[src/hw/rtl/hcbd_pkg.sv]
// Shared types and constants for the HTTP chunked body decoder.
// No dependencies; used by hcbd_decode and http_chunked_body_decoder_top.
`default_nettype none

package hcbd_pkg;

  localparam int unsigned SizeBits = 32;

  localparam logic [7:0] ChCr    = 8'h0D;
  localparam logic [7:0] ChLf    = 8'h0A;
  localparam logic [7:0] ChSpace = 8'h20;
  localparam logic [7:0] ChTab   = 8'h09;

  typedef logic [SizeBits-1:0] size_t;

  typedef enum logic [3:0] {
    PH_LINE_START = 4'd0,
    PH_SPACES     = 4'd1,
    PH_DIGITS     = 4'd2,
    PH_EXT        = 4'd3,
    PH_LINE_LF    = 4'd4,
    PH_DATA       = 4'd5,
    PH_DATA_CR    = 4'd6,
    PH_DATA_LF    = 4'd7,
    PH_FINAL_CR   = 4'd8,
    PH_FINAL_LF   = 4'd9,
    PH_DONE       = 4'd10,
    PH_ERROR      = 4'd11
  } phase_t;

  typedef enum logic [2:0] {
    ERR_NONE       = 3'd0,
    ERR_EMPTY_LINE = 3'd1,
    ERR_NO_DIGIT   = 3'd2,
    ERR_OVERFLOW   = 3'd3,
    ERR_CHUNK_CRLF = 3'd4,
    ERR_FINAL_CRLF = 3'd5,
    ERR_TRAILING   = 3'd6
  } err_t;

  typedef struct packed {
    logic       data_valid;
    logic [7:0] data_byte;
    logic       chunk_end;
    logic       message_done;
    err_t       error_code;
  } result_t;

  typedef struct packed {
    logic       is_hex;
    logic [3:0] value;
  } hex_t;

  function automatic hex_t hex_decode(input logic [7:0] c);
    hex_t h;
    h.is_hex = 1'b1;
    h.value  = 4'd0;
    if (c >= 8'h30 && c <= 8'h39) begin
      h.value = c[3:0];
    end else if ((c >= 8'h61 && c <= 8'h66) || (c >= 8'h41 && c <= 8'h46)) begin
      h.value = c[3:0] + 4'd9;
    end else begin
      h.is_hex = 1'b0;
    end
    return h;
  endfunction

endpackage

`default_nettype wire

[src/hw/rtl/hcbd_decode.sv]
// Decoder state machine: phase, chunk size counter and sticky error.
// Depends on hcbd_pkg; one byte is consumed per enabled cycle.
`default_nettype none

module hcbd_decode (
  input  wire logic              clk,
  input  wire logic              rst_n,
  input  wire logic              step_en,
  input  wire logic              step_start,
  input  wire logic [7:0]        step_byte,
  output hcbd_pkg::result_t      step_res
);

  hcbd_pkg::phase_t phase_r, phase_nxt, phase_cur;
  hcbd_pkg::size_t  size_r, size_nxt, size_cur, size_dec;
  hcbd_pkg::err_t   err_r, err_nxt, err_cur;
  hcbd_pkg::hex_t   hex;
  logic             size_full;

  always_ff @(posedge clk) begin
    if (!rst_n) begin
      phase_r <= hcbd_pkg::PH_LINE_START;
      size_r  <= '0;
      err_r   <= hcbd_pkg::ERR_NONE;
    end else if (step_en) begin
      phase_r <= phase_nxt;
      size_r  <= size_nxt;
      err_r   <= err_nxt;
    end
  end

  always_comb begin
    // start of a new body restarts from the reset state
    phase_cur = step_start ? hcbd_pkg::PH_LINE_START : phase_r;
    size_cur  = step_start ? '0 : size_r;
    err_cur   = step_start ? hcbd_pkg::ERR_NONE : err_r;
    hex       = hcbd_pkg::hex_decode(step_byte);
    size_full = (size_cur[hcbd_pkg::SizeBits-1 -: 4] != 4'd0);
    size_dec  = size_cur - hcbd_pkg::size_t'(1);

    phase_nxt = phase_cur;
    size_nxt  = size_cur;
    err_nxt   = err_cur;
    step_res  = '0;

    case (phase_cur)
      hcbd_pkg::PH_LINE_START, hcbd_pkg::PH_SPACES: begin
        if (hex.is_hex) begin
          if (size_full) begin
            phase_nxt = hcbd_pkg::PH_ERROR;
            err_nxt   = hcbd_pkg::ERR_OVERFLOW;
          end else begin
            size_nxt  = {size_cur[hcbd_pkg::SizeBits-5:0], hex.value};
            phase_nxt = hcbd_pkg::PH_DIGITS;
          end
        end else if (step_byte == hcbd_pkg::ChSpace || step_byte == hcbd_pkg::ChTab) begin
          phase_nxt = hcbd_pkg::PH_SPACES;
        end else begin
          phase_nxt = hcbd_pkg::PH_ERROR;
          err_nxt   = (step_byte == hcbd_pkg::ChCr && phase_cur == hcbd_pkg::PH_LINE_START) ?
                      hcbd_pkg::ERR_EMPTY_LINE : hcbd_pkg::ERR_NO_DIGIT;
        end
      end
      hcbd_pkg::PH_DIGITS: begin
        if (hex.is_hex) begin
          if (size_full) begin
            phase_nxt = hcbd_pkg::PH_ERROR;
            err_nxt   = hcbd_pkg::ERR_OVERFLOW;
          end else begin
            size_nxt = {size_cur[hcbd_pkg::SizeBits-5:0], hex.value};
          end
        end else if (step_byte == hcbd_pkg::ChCr) begin
          phase_nxt = hcbd_pkg::PH_LINE_LF;
        end else begin
          phase_nxt = hcbd_pkg::PH_EXT;
        end
      end
      hcbd_pkg::PH_EXT: begin
        if (step_byte == hcbd_pkg::ChCr) phase_nxt = hcbd_pkg::PH_LINE_LF;
      end
      hcbd_pkg::PH_LINE_LF: begin
        if (step_byte == hcbd_pkg::ChLf) begin
          phase_nxt = (size_cur == '0) ? hcbd_pkg::PH_FINAL_CR : hcbd_pkg::PH_DATA;
        end else if (step_byte != hcbd_pkg::ChCr) begin
          phase_nxt = hcbd_pkg::PH_EXT;
        end
      end
      hcbd_pkg::PH_DATA: begin
        step_res.data_valid = 1'b1;
        step_res.data_byte  = step_byte;
        size_nxt            = size_dec;
        if (size_dec == '0) begin
          step_res.chunk_end = 1'b1;
          phase_nxt          = hcbd_pkg::PH_DATA_CR;
        end
      end
      hcbd_pkg::PH_DATA_CR: begin
        if (step_byte == hcbd_pkg::ChCr) begin
          phase_nxt = hcbd_pkg::PH_DATA_LF;
        end else begin
          phase_nxt = hcbd_pkg::PH_ERROR;
          err_nxt   = hcbd_pkg::ERR_CHUNK_CRLF;
        end
      end
      hcbd_pkg::PH_DATA_LF: begin
        if (step_byte == hcbd_pkg::ChLf) begin
          phase_nxt = hcbd_pkg::PH_LINE_START;
          size_nxt  = '0;
        end else begin
          phase_nxt = hcbd_pkg::PH_ERROR;
          err_nxt   = hcbd_pkg::ERR_CHUNK_CRLF;
        end
      end
      hcbd_pkg::PH_FINAL_CR: begin
        if (step_byte == hcbd_pkg::ChCr) begin
          phase_nxt = hcbd_pkg::PH_FINAL_LF;
        end else begin
          phase_nxt = hcbd_pkg::PH_ERROR;
          err_nxt   = hcbd_pkg::ERR_FINAL_CRLF;
        end
      end
      hcbd_pkg::PH_FINAL_LF: begin
        if (step_byte == hcbd_pkg::ChLf) begin
          phase_nxt = hcbd_pkg::PH_DONE;
        end else begin
          phase_nxt = hcbd_pkg::PH_ERROR;
          err_nxt   = hcbd_pkg::ERR_FINAL_CRLF;
        end
      end
      hcbd_pkg::PH_DONE: begin
        phase_nxt = hcbd_pkg::PH_ERROR;
        err_nxt   = hcbd_pkg::ERR_TRAILING;
      end
      default: begin
        phase_nxt = hcbd_pkg::PH_ERROR;
      end
    endcase

    step_res.message_done = (phase_nxt == hcbd_pkg::PH_DONE) &&
                            (err_nxt == hcbd_pkg::ERR_NONE);
    step_res.error_code   = err_nxt;
  end

endmodule

`default_nettype wire

[src/hw/rtl/http_chunked_body_decoder_top.sv]
// Top level of the HTTP chunked body decoder: input register, decoder, result register.
// Depends on hcbd_pkg and hcbd_decode.
`default_nettype none

// Decodes an HTTP/1.1 chunked body fed one byte per transfer and returns exactly one
// result per input byte. Sustained rate is one byte per clock while out_ready is high:
// the input register feeds the decoder's state update, whose result lands in the
// output register. A result is offered only once its byte has passed through both the
// input register and the output register. Both stages keep accepting while the
// downstream side is ready; when out_ready drops the output register holds, then the
// input register fills, and only then in_ready drops.
// Assert in_start_message with the first byte of a body to clear state and errors.
// out_error_code is sticky: once nonzero, later bytes produce no data until a restart.
module http_chunked_body_decoder_top (
  input  wire logic       clk,
  input  wire logic       rst_n,
  input  wire logic       in_valid,
  output logic            in_ready,
  input  wire logic       in_start_message,
  input  wire logic [7:0] in_in_byte,
  output logic            out_valid,
  input  wire logic       out_ready,
  output logic            out_data_valid,
  output logic [7:0]      out_data_byte,
  output logic            out_chunk_end,
  output logic            out_message_done,
  output logic [2:0]      out_error_code
);

  logic              in_valid_r;
  logic              start_r;
  logic [7:0]        byte_r;
  logic              out_valid_r;
  logic              advance;
  hcbd_pkg::result_t step_res;
  hcbd_pkg::result_t res_r;

  // move the held byte through the decoder when the result slot is free
  assign advance  = in_valid_r && (!out_valid_r || out_ready);
  assign in_ready = !in_valid_r || advance;

  // input register: control cleared by reset, payload loads on each transfer
  always_ff @(posedge clk) begin
    if (!rst_n) begin
      in_valid_r <= 1'b0;
    end else if (in_ready) begin
      in_valid_r <= in_valid;
    end
  end

  always_ff @(posedge clk) begin
    if (in_valid && in_ready) begin
      start_r <= in_start_message;
      byte_r  <= in_in_byte;
    end
  end

  hcbd_decode u_decode (
    .clk        (clk),
    .rst_n      (rst_n),
    .step_en    (advance),
    .step_start (start_r),
    .step_byte  (byte_r),
    .step_res   (step_res)
  );

  // result register: hold while the consumer stalls
  always_ff @(posedge clk) begin
    if (!rst_n) begin
      out_valid_r <= 1'b0;
    end else if (advance) begin
      out_valid_r <= 1'b1;
    end else if (out_ready) begin
      out_valid_r <= 1'b0;
    end
  end

  always_ff @(posedge clk) begin
    if (advance) begin
      res_r <= step_res;
    end
  end

  assign out_valid        = out_valid_r;
  assign out_data_valid   = res_r.data_valid;
  assign out_data_byte    = res_r.data_byte;
  assign out_chunk_end    = res_r.chunk_end;
  assign out_message_done = res_r.message_done;
  assign out_error_code   = res_r.error_code;

`ifndef SYNTHESIS
  a_end_needs_data: assert property (@(posedge clk) disable iff (!rst_n)
    out_valid_r && out_chunk_end |-> out_data_valid)
    else $error("chunk end flagged without a data byte");

  a_done_no_error: assert property (@(posedge clk) disable iff (!rst_n)
    out_valid_r && out_message_done |-> out_error_code == hcbd_pkg::ERR_NONE)
    else $error("message done reported together with an error");

  a_data_no_error: assert property (@(posedge clk) disable iff (!rst_n)
    out_valid_r && out_data_valid |-> out_error_code == hcbd_pkg::ERR_NONE)
    else $error("payload byte passed while an error is present");

  a_held_byte_kept: assert property (@(posedge clk) disable iff (!rst_n)
    in_valid_r && !advance |=> in_valid_r && $stable(byte_r) && $stable(start_r))
    else $error("held input byte lost before reaching the decoder");

  a_result_loaded: assert property (@(posedge clk) disable iff (!rst_n)
    advance |=> out_valid_r)
    else $error("decoded byte did not produce a result");
`endif

endmodule

`default_nettype wire
[config.mk]
export PLATFORM = sky130hd
export DESIGN_NAME = http_chunked_body_decoder_top
export DESIGN_NICKNAME = d
export VERILOG_FILES = /design/src/hw/rtl/hcbd_pkg.sv /design/src/hw/rtl/hcbd_decode.sv /design/src/hw/rtl/http_chunked_body_decoder_top.sv
export SDC_FILE = /design/constraint.sdc
export NUM_CORES = 1
export LEC_CHECK = 0
export BUFFER_PORTS_ARGS = -buffer_cell sky130_fd_sc_hd__buf_4
export CELL_PAD_IN_SITES_DETAIL_PLACEMENT = 2
export CELL_PAD_IN_SITES_GLOBAL_PLACEMENT = 2
export CORE_UTILIZATION = 36
export CTS_CLUSTER_DIAMETER = 40
export CTS_CLUSTER_SIZE = 25
export DETAILED_ROUTE_END_ITERATION = 10
export PLACE_DENSITY = 0.81
export SLEW_MARGIN = 40
export SYNTH_ARGS = -nofsm -noshare
export SYNTH_HDL_FRONTEND = slang
export SYNTH_SLANG_ARGS = --single-unit
[constraint.sdc]
create_clock -name clk -period 3.9 [get_ports clk]
set_input_delay 0.78 -clock clk [delete_from_list [all_inputs] [get_ports clk]]
set_output_delay 0.78 -clock clk [all_outputs]
set_load 0.005 [all_outputs]
; ---- Yosys cells after proc, flatten, opt, wreduce, memory -nomap -nowiden
; Index checks and enable logic that the tools add are counted.
[op_classes]
n_eq_ne = 16
multipliers = 0
muxes = 41
magnitude_cmp = 6
bitwise_logic = 0
n_shift = 0
n_div = 0
addsub = 2
n_reduce_logical = 21
[ops]
columns = cell, count
row1 = 32-bit 2-to-1 mux, 4
row2 = 32-bit case mux with 3 select lines, 1
row3 = 32-bit zero test, 2
row4 = 4-bit 2-to-1 mux, 15
row5 = 4-bit case mux with 9 select lines, 1
row6 = "32-bit by 1-bit subtractor with 32-bit output, second input constant", 1
row7 = 3-bit 2-to-1 mux, 10
row8 = "8-bit by 4-bit equality test with 1-bit output, second input constant", 3
row9 = 3-bit case mux with 7 select lines, 1
row10 = "4-bit by 3-bit equality test with 1-bit output, second input constant", 4
row11 = "4-bit equality test, second input constant", 4
row12 = "8-bit by 7-bit greater-or-equal comparator with 1-bit output, second input constant", 2
row13 = "8-bit by 7-bit less-or-equal comparator with 1-bit output, second input constant", 2
row14 = 10-bit 2-to-1 mux, 1
row15 = "4-bit by 2-bit equality test with 1-bit output, second input constant", 2
row16 = "8-bit by 6-bit equality test with 1-bit output, second input constant", 1
row17 = "8-bit by 6-bit greater-or-equal comparator with 1-bit output, second input constant", 1
row18 = "8-bit by 6-bit less-or-equal comparator with 1-bit output, second input constant", 1
row19 = "8-bit by 4-bit != test with 1-bit output, second input constant", 1
row20 = 1-bit logical AND, 7
row21 = 1-bit 2-to-1 mux, 6
row22 = "4-bit adder, second input constant", 1
row23 = "4-bit by 1-bit equality test with 1-bit output, second input constant", 1
row24 = 4-bit zero test, 1
row25 = other kinds (8), 13
[word_totals]
n_memories = 0
output_inout_bits = 16
regBits = 64
latchBits = 0
ram_bits = 0
romBits = 0
word_cells = 98

; ---- Longest topological paths before layout
; Gate-level depths: netlist of run 1.
[logic_depth]
word_depth = 9
ltp_mapped = 15

; ---- Hierarchy
; Synthesis of run 1 repeated with hierarchy kept, for this count alone.
[hier_totals]
hier_cells = 536
area_unflattened_um2 = 4399.2
[by_module_without_submodules]
columns = mod, area_per_inst_um2, n_inst, cells_per_inst, seq_area_each_um2
row1 = hcbd_decode, 3604.7, 1, 504, 780.7
row2 = http_chunked_body_decoder_top, 794.5, 1, 32, 730.7

; ---- Worst setup path before layout of run 1
; Ideal clock, no wire load.
[synth_timing]
path_type = register -> register
start = reg start_r
end = reg res_r (netlist bit out_message_done), data pin
required_time_ns = 3.716
setup_slack_ns = 0.385
stages_incl_launch_ff = 15
synth_period_minus_slack_ns = 3.515
arrival_time_ns = 3.331
setup_ns = 0.184
cell_sequence = edfxtp_1 > clkinv_1 > clkbuf_1 > clkbuf_1 > nand2_1 > ha_1 > clkbuf_1 > nor3b_1 > a41oi_1 > o21ai_0 > o311a_1 > nor2_1 > nand4_1 > or3_4 > a2111oi_4
[synth_lines]
columns = item, line
row1 = start: declaration, http_chunked_body_decoder_top.sv:31  ; logic start_r;
row2 = start signal: assignment, http_chunked_body_decoder_top.sv:53  ; start_r <= in_start_message;
row3 = end signal: assignment, http_chunked_body_decoder_top.sv:80  ; res_r <= step_res;
row4 = end: declaration, http_chunked_body_decoder_top.sv:36  ; hcbd_pkg::result_t res_r;

==> results by group, run 1 <==
Outcome
  • Status: finished, final reports clean

Timing
  • Final Cycle Share: 94.4%
  • Max-slew violations: 0
  • Clock Skews: 10.9 ps
  • Worst relative slew slack: 43.2%
  • Max frequency: 0.272 GHz
  • RSZ-0062 raised after global routing: no
  • Hold Fails Final Rpt: 0
  • Final min period: 3680 ps
  • Final setup viols: 0
  • Setup ws final: 219 ps
  • Final setup TNS: 0 ps
  • Worst slew pin tran: 845 ps

Routing
  • Vias: 4972
  • Final wirelength: 18700 µm
  • Number of routed nets with antenna violations: 0
  • WL per Instance: 24.0 µm
  • Vias per std cell: 6.36
  • DRC Markers: 0
  • DR pass1 iterations: 4
  • Iter 0 DRT Violations: 354

Clock tree
  • Post-CTS setup buffer count: 0
  • CTS Root Cell: clkbuf_16
  • # hold bufs at CTS: 0
  • CTS Buf Count: 9
  • Worst-case clock buffer depth: 2
  • CTS tree: built
  • Clock latency on the worst-skew pair: 350 ps
  • Post-CTS Resized: 0
  • Clk slew on worst S/H paths: 60 ps
  • CTS H-tree lvls: 3
  • Total clock sinks: 64

Critical path
  • CP Launch Type: flop
  • CP max-delay cell: nor4_4
  • Critical path's largest stage delay: 570 ps
  • CP startpoint: u_decode.size_r[2]
  • Reg-to-reg startpoint: u_decode.size_r[2]
  • Crit Path Category: reg -> reg
  • Critical path arrival: 3830 ps
  • Max FO, Critical Path: 9
  • Crit path required time: 4050 ps
  • Crit end category: flop
  • Worst path cell trace: nor4_4 -> nand4b_1 -> nor4_1 -> mux2_2 -> nor4b_1 -> nand4_1 -> or3_4 -> a2111oi_4

Synth
  • Post-synth top area share: 17.8%
  • Yosys reg bits: 64
  • Post-Synthesis Cell Area: 0.00461 mm²
  • Synth area leader: dfxtp_1
  • Top-count cell post-synth: nor2_1
  • Post-synth EDFFs: 23
  • Sequential fraction of the synthesis area: 32.8%
  • Commonest cells post-synth: 76 x nor2_1, 57 x o21ai_0, 52 x clkbuf_1, 49 x nand2_1, 43 x a21oi_1
  • Yosys synthesis warning count: 0
  • Cells after Synth: 605
  • Post-synth cell types: 70
  • Ys flop type: dfxtp_1
  • Synth top area cells: dfxtp_1 18%, edfxtp_1 15%, o21ai_0 6.2%
  • Syn Nets: 624
  • Post-synthesis async set-or-reset flop share: 0%
  • Syn_area_per_cell: 7.63 µm²

Layout
  • Final Non-Filler Cells: 782
  • Final #Nets: 628
  • Post-layout util: 43.3%
  • Synth-to-Final Area Change: 15.0%
  • # diodes: 0
  • Final Cell Area: 0.00530 mm²
  • Share of cells above drive strength 1: 13.5%

Global route
  • Remaining global-route overflow: 0
  • Vias in the first global route: 5288
  • Initial antenna violation count: 0
  • First-pass GRT wire length: 29700 µm
  • Total GRT Usage: 29.7%
  • Largest net degree at the start of global routing: 61

Power and ir drop
  • Peak VDD IR: 0.000256 V
  • Leakage: 0.00193 µW
  • PwrDens: 393 mW/mm²

Floorplanning
  • IO Pins: 29
  • Rows: 40
  • DIE HEIGHT: 115 µm
  • Die footprint: 0.0133 mm²
  • Core Box Area: 0.0123 mm²
  • Die X: 115 µm
  • Initial Util: 37.6%

Job
  • Max Cap Viol: 0

Place
  • Post-DP Area: 0.00498 mm²
  • Pre-CTS WS: 378 ps
  • Port Buffers: 28
  • Detailed Place HPWL: 12600 µm
  • Placed cells: 766
  • Routability cong.: 0.879

Min path
  • Hold Crit Class: reg -> reg
  • Min-delay src: u_decode.err_r[2]
[cell type report]
class                      instances  area (µm²)
tap                              168         210
multi-input combinational        469        2830
clock buffer                       9         225
fill                            1406        6960
timing repair buffer              49         368
inverter                          16        60.1
clock inverter                     7         103
sequential                        64        1510
[flip-flops by register name, indices dropped and copies added (netlist names)]
register          flops
in_valid_r            1
u_decode.size_r      32
out_message_done      1
out_chunk_end         1
byte_r                8
u_decode.err_r        3
start_r               1
out_error_code        3
out_data_valid        1
out_valid             1
out_data_byte         8
u_decode.phase_r      4
[placed cells by master (no fill, tap or decap), drive strengths merged, types with 3 or more instances in the layout]
master,Yosys,final
a211oi,7,7
a21o,3,3
a21oi,43,43
a221oi,4,4
a22oi,24,24
a311oi,3,3
a31oi,6,6
a41o,4,4
a41oi,3,3
and2,11,11
buf,4,49
clkbuf,52,9
clkinv,3,5
dfxtp,41,41
edfxtp,23,23
ha,6,6
inv,13,15
nand2,49,49
nand2b,8,8
nand3,16,16
nand3b,3,3
nand4,9,9
nor2,76,76
nor2b,7,7
nor3,21,21
nor3b,3,3
nor4,17,17
nor4b,4,4
o211a,3,3
o211ai,7,7
o21a,6,6
o21ai,60,60
o22ai,5,5
or3,8,8
or4,3,3
xnor2,8,8
xor2,8,8
[power breakdown]
part	leakage, µW	switching [µW]	total [µW]	internal [µW]
Combinational	0.00122	249	393	144
Sequential	0.000552	52.3	777	724
Clock	0.000157	347	913	566
Total	0.00193	648	2080	1430
[path summary, 6_finish.rpt]
path,endpoint,slack (ps),cells past startpoint
hold / removal,u_decode.err_r[2],520,2
hold reg to reg,u_decode.err_r[2],520,2
setup reg to reg,out_message_done,220,8
setup / recovery,out_message_done,220,8
[worst max-delay path: cells and delay by family, from the launching register on]
family	cells	cell delay, ps
compound gates	1	370
flops	1	470
simple gates	6	2240
mux	1	390
[metrics by stage]
stage	total power, µW	hold slack, ps
after floorplan	1040	472
after global placement	1150	483
after detailed placement	1170	516
after CTS	2090	522
after global routing	2150	550
final	2080	524
[logic make-up (layout without fill, tap and decap cells)]
family / Yosys count / count (layout) / share of synthesized area [%]
multiplexers: 3 / 3 / 0.678
AND/OR/NAND/NOR: 243 / 243 / 27.3
buffers and inverters: 72 / 81 / 5.97
XOR/XNOR: 16 / 16 / 3.04
flip-flops: 64 / 64 / 32.8
adder cells (fa/ha/maj): 6 / 6 / 1.63
AO/OA/AOI/OAI: 201 / 201 / 28.6
[layer usage]
layer	global-route usage, %	vias to the layer above	routed length [µm]
met5	0	-	0
met4	11.4	0	489
met3	5.80	36	719
met2	51.0	131	9130
met1	36.6	2565	8400
li1	-	2240	-
Power figures use the tool's default switching activity.
==> run 2, diff against run 1 <==
Settings changed: CORE_UTILIZATION 36 to 35, PLACE_DENSITY 0.81 to 0.79.
==> run 2 against run 1 <==
Against the previous run:
- clock-buffer cell count up 1
- register-to-register slack better by 70 ps
- power down 4.7%
- first-iteration DRC count down 31%
- clock skew down 4.5 ps
- fmax up 1.8%
- sequential power about the same
==> results by group, run 2 (synthesis results as in run 1) <==
Routing
  • DRC Markers: 0 (unchanged)
  • Iter 0 DRT Violations: 243 (-31%)
  • Number of routed nets with antenna violations: 0 (unchanged)
  • Vias per std cell: 6.15 (-3.3%)
  • Vias: 4833 (-2.8%)
  • WL per Instance: 22.7 µm (-5.1%)
  • DR pass1 iterations: 4 (unchanged)
  • Final wirelength: 17900 µm (-4.6%)

Timing
  • Worst relative slew slack: 44.6% (+1.4 points)
  • Hold Fails Final Rpt: 0 (unchanged)
  • RSZ-0062 raised after global routing: no
  • Final Cycle Share: 92.7% (-1.7 points)
  • Clock Skews: 6.40 ps (-4.47 ps)
  • Final setup viols: 0 (unchanged)
  • Max frequency: 0.277 GHz (+1.8%)
  • Final min period: 3610 ps (-66.7 ps)
  • Worst slew pin tran: 824 ps (-21.3 ps)
  • Max-slew violations: 0 (unchanged)
  • Final setup TNS: 0 ps (unchanged)

Global route
  • First-pass GRT wire length: 28700 µm (-3.4%)
  • Remaining global-route overflow: 0 (unchanged)
  • Total GRT Usage: 28.0% (-1.7 points)
  • Initial antenna violation count: 0 (unchanged)
  • Largest net degree at the start of global routing: 61 (unchanged)
  • Vias in the first global route: 5181 (-2.0%)

Critical path
  • Max FO, Critical Path: 16 (+7)
  • CP Launch Type: flop
  • CP max-delay cell: nor4_1
  • Reg-to-reg startpoint: start_r
  • Crit Path Category: reg -> reg
  • Critical path arrival: 3770 ps (-60 ps)
  • Crit end category: flop
  • CP startpoint: start_r
  • Reg2Reg Depth: 12 (+4)
  • Critical path's largest stage delay: 420 ps (-150 ps)
  • Flop-to-flop setup slack: 290 ps (+70 ps)
  • Family with the most delay on the worst path: simple AND/OR/NAND/NOR gates
  • Reg2Reg Capture Point: out_message_done
  • Crit path required time: 4060 ps (about the same)
  • Worst path cell trace: clkinv_1 -> nand2_1 -> ha_1 -> buf_4 -> and2_1 -> a41o_1 -> a31oi_1 -> nand2b_1 -> nor4_1 -> nand4_1 -> or3_4 -> a2111oi_4
  • Buf/Inv on CP: 2 (+2)

Floorplanning
  • IO Pins: 29 (unchanged)
  • Die footprint: 0.0136 mm² (+2.8%)
  • Die X: 117 µm (+1.4%)
  • Core Box Area: 0.0127 mm² (+3.8%)
  • Initial Util: 36.3% (-1.4 points)
  • DIE HEIGHT: 117 µm (+1.4%)
  • Rows: 41 (+2.5%)

Clock tree
  • CTS Buf Count: 9 (unchanged)
  • CTS Root Cell: clkbuf_16
  • Worst-case clock buffer depth: 2 (unchanged)
  • CTS H-tree lvls: 3 (unchanged)
  • Clk slew on worst S/H paths: 60 ps (about the same)
  • Total clock sinks: 64 (unchanged)
  • Clock latency on the worst-skew pair: 350 ps (about the same)
  • Post-CTS setup buffer count: 0 (unchanged)
  • CTS tree: built

Place
  • Detailed Place HPWL: 12400 µm (-1.3%)
  • Routability cong.: 0.913 (+3.9%)
  • Port Buffers: 28 (unchanged)

Min path
  • Hold Crit Class: reg -> reg
  • WHS Endpoint: u_decode.err_r[2]
  • Min-delay src: u_decode.err_r[2]
  • Worst Hold Depth: 2 (unchanged)

Power and ir drop
  • Peak VDD IR: 0.000288 V (+12%)
  • Leakage: 0.00191 µW (-0.83%)
  • PwrDens: 375 mW/mm² (-4.4%)
  • Final Power: 1980 µW (-4.7%)

Outcome
  • Status: finished, final reports clean

Layout
  • Commonest non-fill, non-tap cell in the layout: nor2_1
  • Most frequent cells in the layout: 76 x nor2_1, 57 x o21ai_0, 49 x nand2_1, 49 x buf_4, 43 x a21oi_1
  • Max reg flops: 32 (unchanged)
  • Largest Register: u_decode.size_r
  • Synth-to-Final Area Change: 14.6%
  • Share of cells above drive strength 1: 13.2% (-0.33 points)
  • Final #Nets: 628 (unchanged)
  • # diodes: 0 (unchanged)

Job
  • Max Cap Viol: 0 (unchanged)
## run 2: changes by cell type in the layout (fill, tap and decap cells not counted), sizes merged
| cell | change |
|---|---|
| bufinv | -1 |
| clkbuf | +1 |
| clkinv | +1 |
| clkinvlp | +1 |
| inv | -2 |
## run 2: final cells by class
class	instances	area, µm²
fill	1508	7440
multi-input combinational	469	2840
sequential	64	1510
timing repair buffer	49	368
clock buffer	10	229
tap	172	215
clock inverter	6	61.3
inverter	16	60.1
## run 2: worst min-delay path, delay by kind of cell, from the launching register on
kind             cells  cell delay, ps
AND/OR/NAND/NOR      1             100
flip-flops           1             310
AO/OA/AOI/OAI        1              60
## run 2: worst max path at each step
stage                       end  slack (ps)  depth (start not counted)
2_1_floorplan  out_message_done         380                         14
3_3_place_gp   out_message_done         460                          8
3_5_place_dp   out_message_done         290                          8
4_1_cts        out_message_done         230                          8
5_1_grt        out_message_done          70                         13
6_report       out_message_done         290                         12
## run 2: power breakdown
group | leakage, µW | internal (µW) | switching, µW
registers | 0.000552 | 724 | 49.3
clock network | 0.000134 | 492 | 328
logic | 0.00123 | 145 | 246
total | 0.00191 | 1360 | 623
## run 2: through the flow
step | utilization [%] | hold slack (ps) | area [µm²] | instances | setup slack, ps
2_1_floorplan | - | 472 | 4610 | 605 | 385
3_3_place_gp | 39.2 | 482 | 4980 | 770 | 459
4_1_cts | 41.4 | 517 | 5270 | 786 | 229
5_1_grt | 41.6 | 528 | 5290 | 786 | 72.7
3_5_place_dp | 39.2 | 505 | 4980 | 770 | 294
6_report | 41.6 | 515 | 5290 | 786 | 285
## run 2: timing repair
action	in CTS	in global routing
gates resized for setup	0	2
endpoints found under the setup margin	0	1
hold buffers	0	0
## run 2: layer usage
| layer | track usage (%) | up-vias | part of all wire (%) |
|---|---|---|---|
| li1 | - | 2250 | - |
| met1 | 36.0 | 2480 | 46 |
| met2 | 47.6 | 81 | 49 |
| met3 | 4.53 | 22 | 3.0 |
| met4 | 9.37 | 0 | 1.5 |
| met5 | 0 | - | 0 |
==> run 3, diff against run 2 <==
==> constraint.sdc (replaced) <==
create_clock -name clk -period 3.9 [get_ports clk]
set_input_delay 0.195 -clock clk [delete_from_list [all_inputs] [get_ports clk]]
set_output_delay 0.195 -clock clk [all_outputs]
set_load 0.005 [all_outputs]
==> run 3 against run 2 <==
Against the previous run:
- setup slack got worse by 76 ps
- sequential power increased by 0.5%
- routed wire length decreased by 1.2%
- cell area decreased by 0.54%
- register-to-register slack got worse by 80 ps
- non-clock buffer count decreased by 2
- critical path type unchanged
- largest power group is now sequential cells
==> results by group, run 3 (synthesis results as in run 1) <==
Job
  • Max Cap Viol: 0 (unchanged)

Routing
  • Final wirelength: 17700 µm (-1.2%)
  • Number of routed nets with antenna violations: 0 (unchanged)
  • WL per Instance: 22.5 µm (-0.96%)
  • DRC Markers: 0 (unchanged)
  • Vias per std cell: 6.18 (+0.59%)
  • DR pass1 iterations: 4 (unchanged)
  • Iter 0 DRT Violations: 255 (+4.9%)
  • Vias: 4849 (+0.33%)

Timing
  • Hold Fails Final Rpt: 0 (unchanged)
  • Final min period: 3690 ps (+75.9 ps)
  • Worst relative slew slack: 49.9% (+5.3 points)
  • Final Cycle Share: 94.6% (+1.9 points)
  • Clock Skews: 7.07 ps (+0.672 ps)
  • RSZ-0062 raised after global routing: no
  • Max-slew violations: 0 (unchanged)
  • Final setup viols: 0 (unchanged)
  • Worst slew pin tran: 743 ps (-80.1 ps)
  • Setup ws final: 210 ps (-75.9 ps)
  • Final setup TNS: 0 ps (unchanged)
  • Max frequency: 0.271 GHz (-2.1%)

Min path
  • Hold Crit Class: in -> reg
  • Worst Hold Depth: 1 (-1)

Floorplanning
  • Die X: 117 µm (unchanged)
  • Die footprint: 0.0136 mm² (unchanged)
  • DIE HEIGHT: 117 µm (unchanged)
  • Initial Util: 36.3% (unchanged)
  • Rows: 41 (unchanged)
  • IO Pins: 29 (unchanged)
  • Core Box Area: 0.0127 mm² (unchanged)

Clock tree
  • CTS tree: built
  • Clk slew on worst S/H paths: 60 ps (about the same)
  • CTS H-tree lvls: 3 (unchanged)
  • Post-CTS setup buffer count: 0 (unchanged)
  • CTS Root Cell: clkbuf_16
  • CTS Buf Count: 9 (unchanged)
  • Clock latency on the worst-skew pair: 350 ps (about the same)
  • Total clock sinks: 64 (unchanged)
  • Worst-case clock buffer depth: 2 (unchanged)

Layout
  • Share of cells above drive strength 1: 13.6% (+0.37 points)
  • Most frequent cells in the layout: 76 x nor2_1, 57 x o21ai_0, 49 x nand2_1, 47 x buf_4, 43 x a21oi_1
  • Synth-to-Final Area Change: 14.0%
  • Max reg flops: 32 (unchanged)
  • Commonest non-fill, non-tap cell in the layout: nor2_1
  • Final Non-Filler Cells: 784 (-0.25%)
  • Final #Nets: 626 (-0.32%)
  • # diodes: 0 (unchanged)
  • Largest Register: u_decode.size_r

Global route
  • Vias in the first global route: 5166 (-0.29%)
  • Initial antenna violation count: 0 (unchanged)
  • Largest net degree at the start of global routing: 61 (unchanged)
  • First-pass GRT wire length: 28200 µm (-1.8%)
  • Remaining global-route overflow: 0 (unchanged)
  • Total GRT Usage: 27.3% (-0.67 points)

Critical path
  • Crit Path Category: reg -> reg
  • CP Launch Type: flop
  • Crit path required time: 4060 ps (about the same)
  • Critical path arrival: 3850 ps (+80 ps)
  • Worst path cell trace: nor4_2 -> nand4b_1 -> nor4_1 -> mux2_2 -> nor4b_1 -> nand4_1 -> or3_4 -> a2111oi_4
  • Family with the most delay on the worst path: simple AND/OR/NAND/NOR gates
  • Buf/Inv on CP: 0 (-2)
  • Critical path's largest stage delay: 590 ps (+170 ps)
  • Reg2Reg Depth: 8 (-4)
  • CP Depth: 8 (-4)
  • CP max-delay cell: nor4_2
  • Crit end category: flop
  • Max FO, Critical Path: 7 (-9)

Place
  • Routability cong.: 0.905 (-0.87%)
  • Port Buffers: 28 (unchanged)
  • Placed cells: 768 (-0.26%)
  • Pre-CTS WS: 302 ps (+8.21 ps)
  • Detailed Place HPWL: 12400 µm (-0.21%)

Power and ir drop
  • PwrDens: 367 mW/mm² (-2.2%)
  • Final Power: 1930 µW (-2.7%)
  • Leakage: 0.00190 µW (-0.68%)
  • Peak VDD IR: 0.000239 V (-17%)

Outcome
  • Status: finished, final reports clean
-- run 3: cell type report --
| cell class | instances | area, µm² |
|---|---|---|
| tap | 172 | 215 |
| multi-input combinational | 469 | 2840 |
| fill | 1491 | 7460 |
| clock buffer | 10 | 239 |
| inverter | 16 | 60.1 |
| clock inverter | 6 | 43.8 |
| sequential | 64 | 1510 |
| timing repair buffer | 47 | 353 |
-- run 3: stage by stage --
stage               area, µm²  util [%]  hold WS, ps
global route             5260      41.3         18.0
detailed placement       4970      39.0          376
finish                   5260      41.3         23.3
CTS                      5250      41.3         12.0
global placement         4970      39.0          373
floorplan                4610         -          294
-- run 3: path summary, 6_finish.rpt --
kind                            from  slack (ps)                 to
setup / recovery  u_decode.size_r[6]         210   out_message_done
hold / removal         in_in_byte[2]          20          byte_r[2]
setup reg to reg  u_decode.size_r[6]         210   out_message_done
hold reg to reg    u_decode.err_r[0]         510  u_decode.err_r[0]
-- run 3: layer usage --
metal	track usage [%]	routed length, µm	vias up
met2	47.9	8740	105
met5	0	0	-
met4	8.78	363	0
met1	34.3	7930	2479
li1	-	-	2235
met3	4.12	632	30
-- run 3: where the power goes --
part           total, µW  switching [µW]  internal [µW]
Clock                767             318            449
Sequential           778            53.2            725
Combinational        386             242            144
-- run 3: repair_timing --
| action | CTS | global route |
|---|---|---|
| gates resized for setup | 0 | 1 |
| setup endpoints to repair | 0 | 1 |
| hold buffers | 0 | 0 |
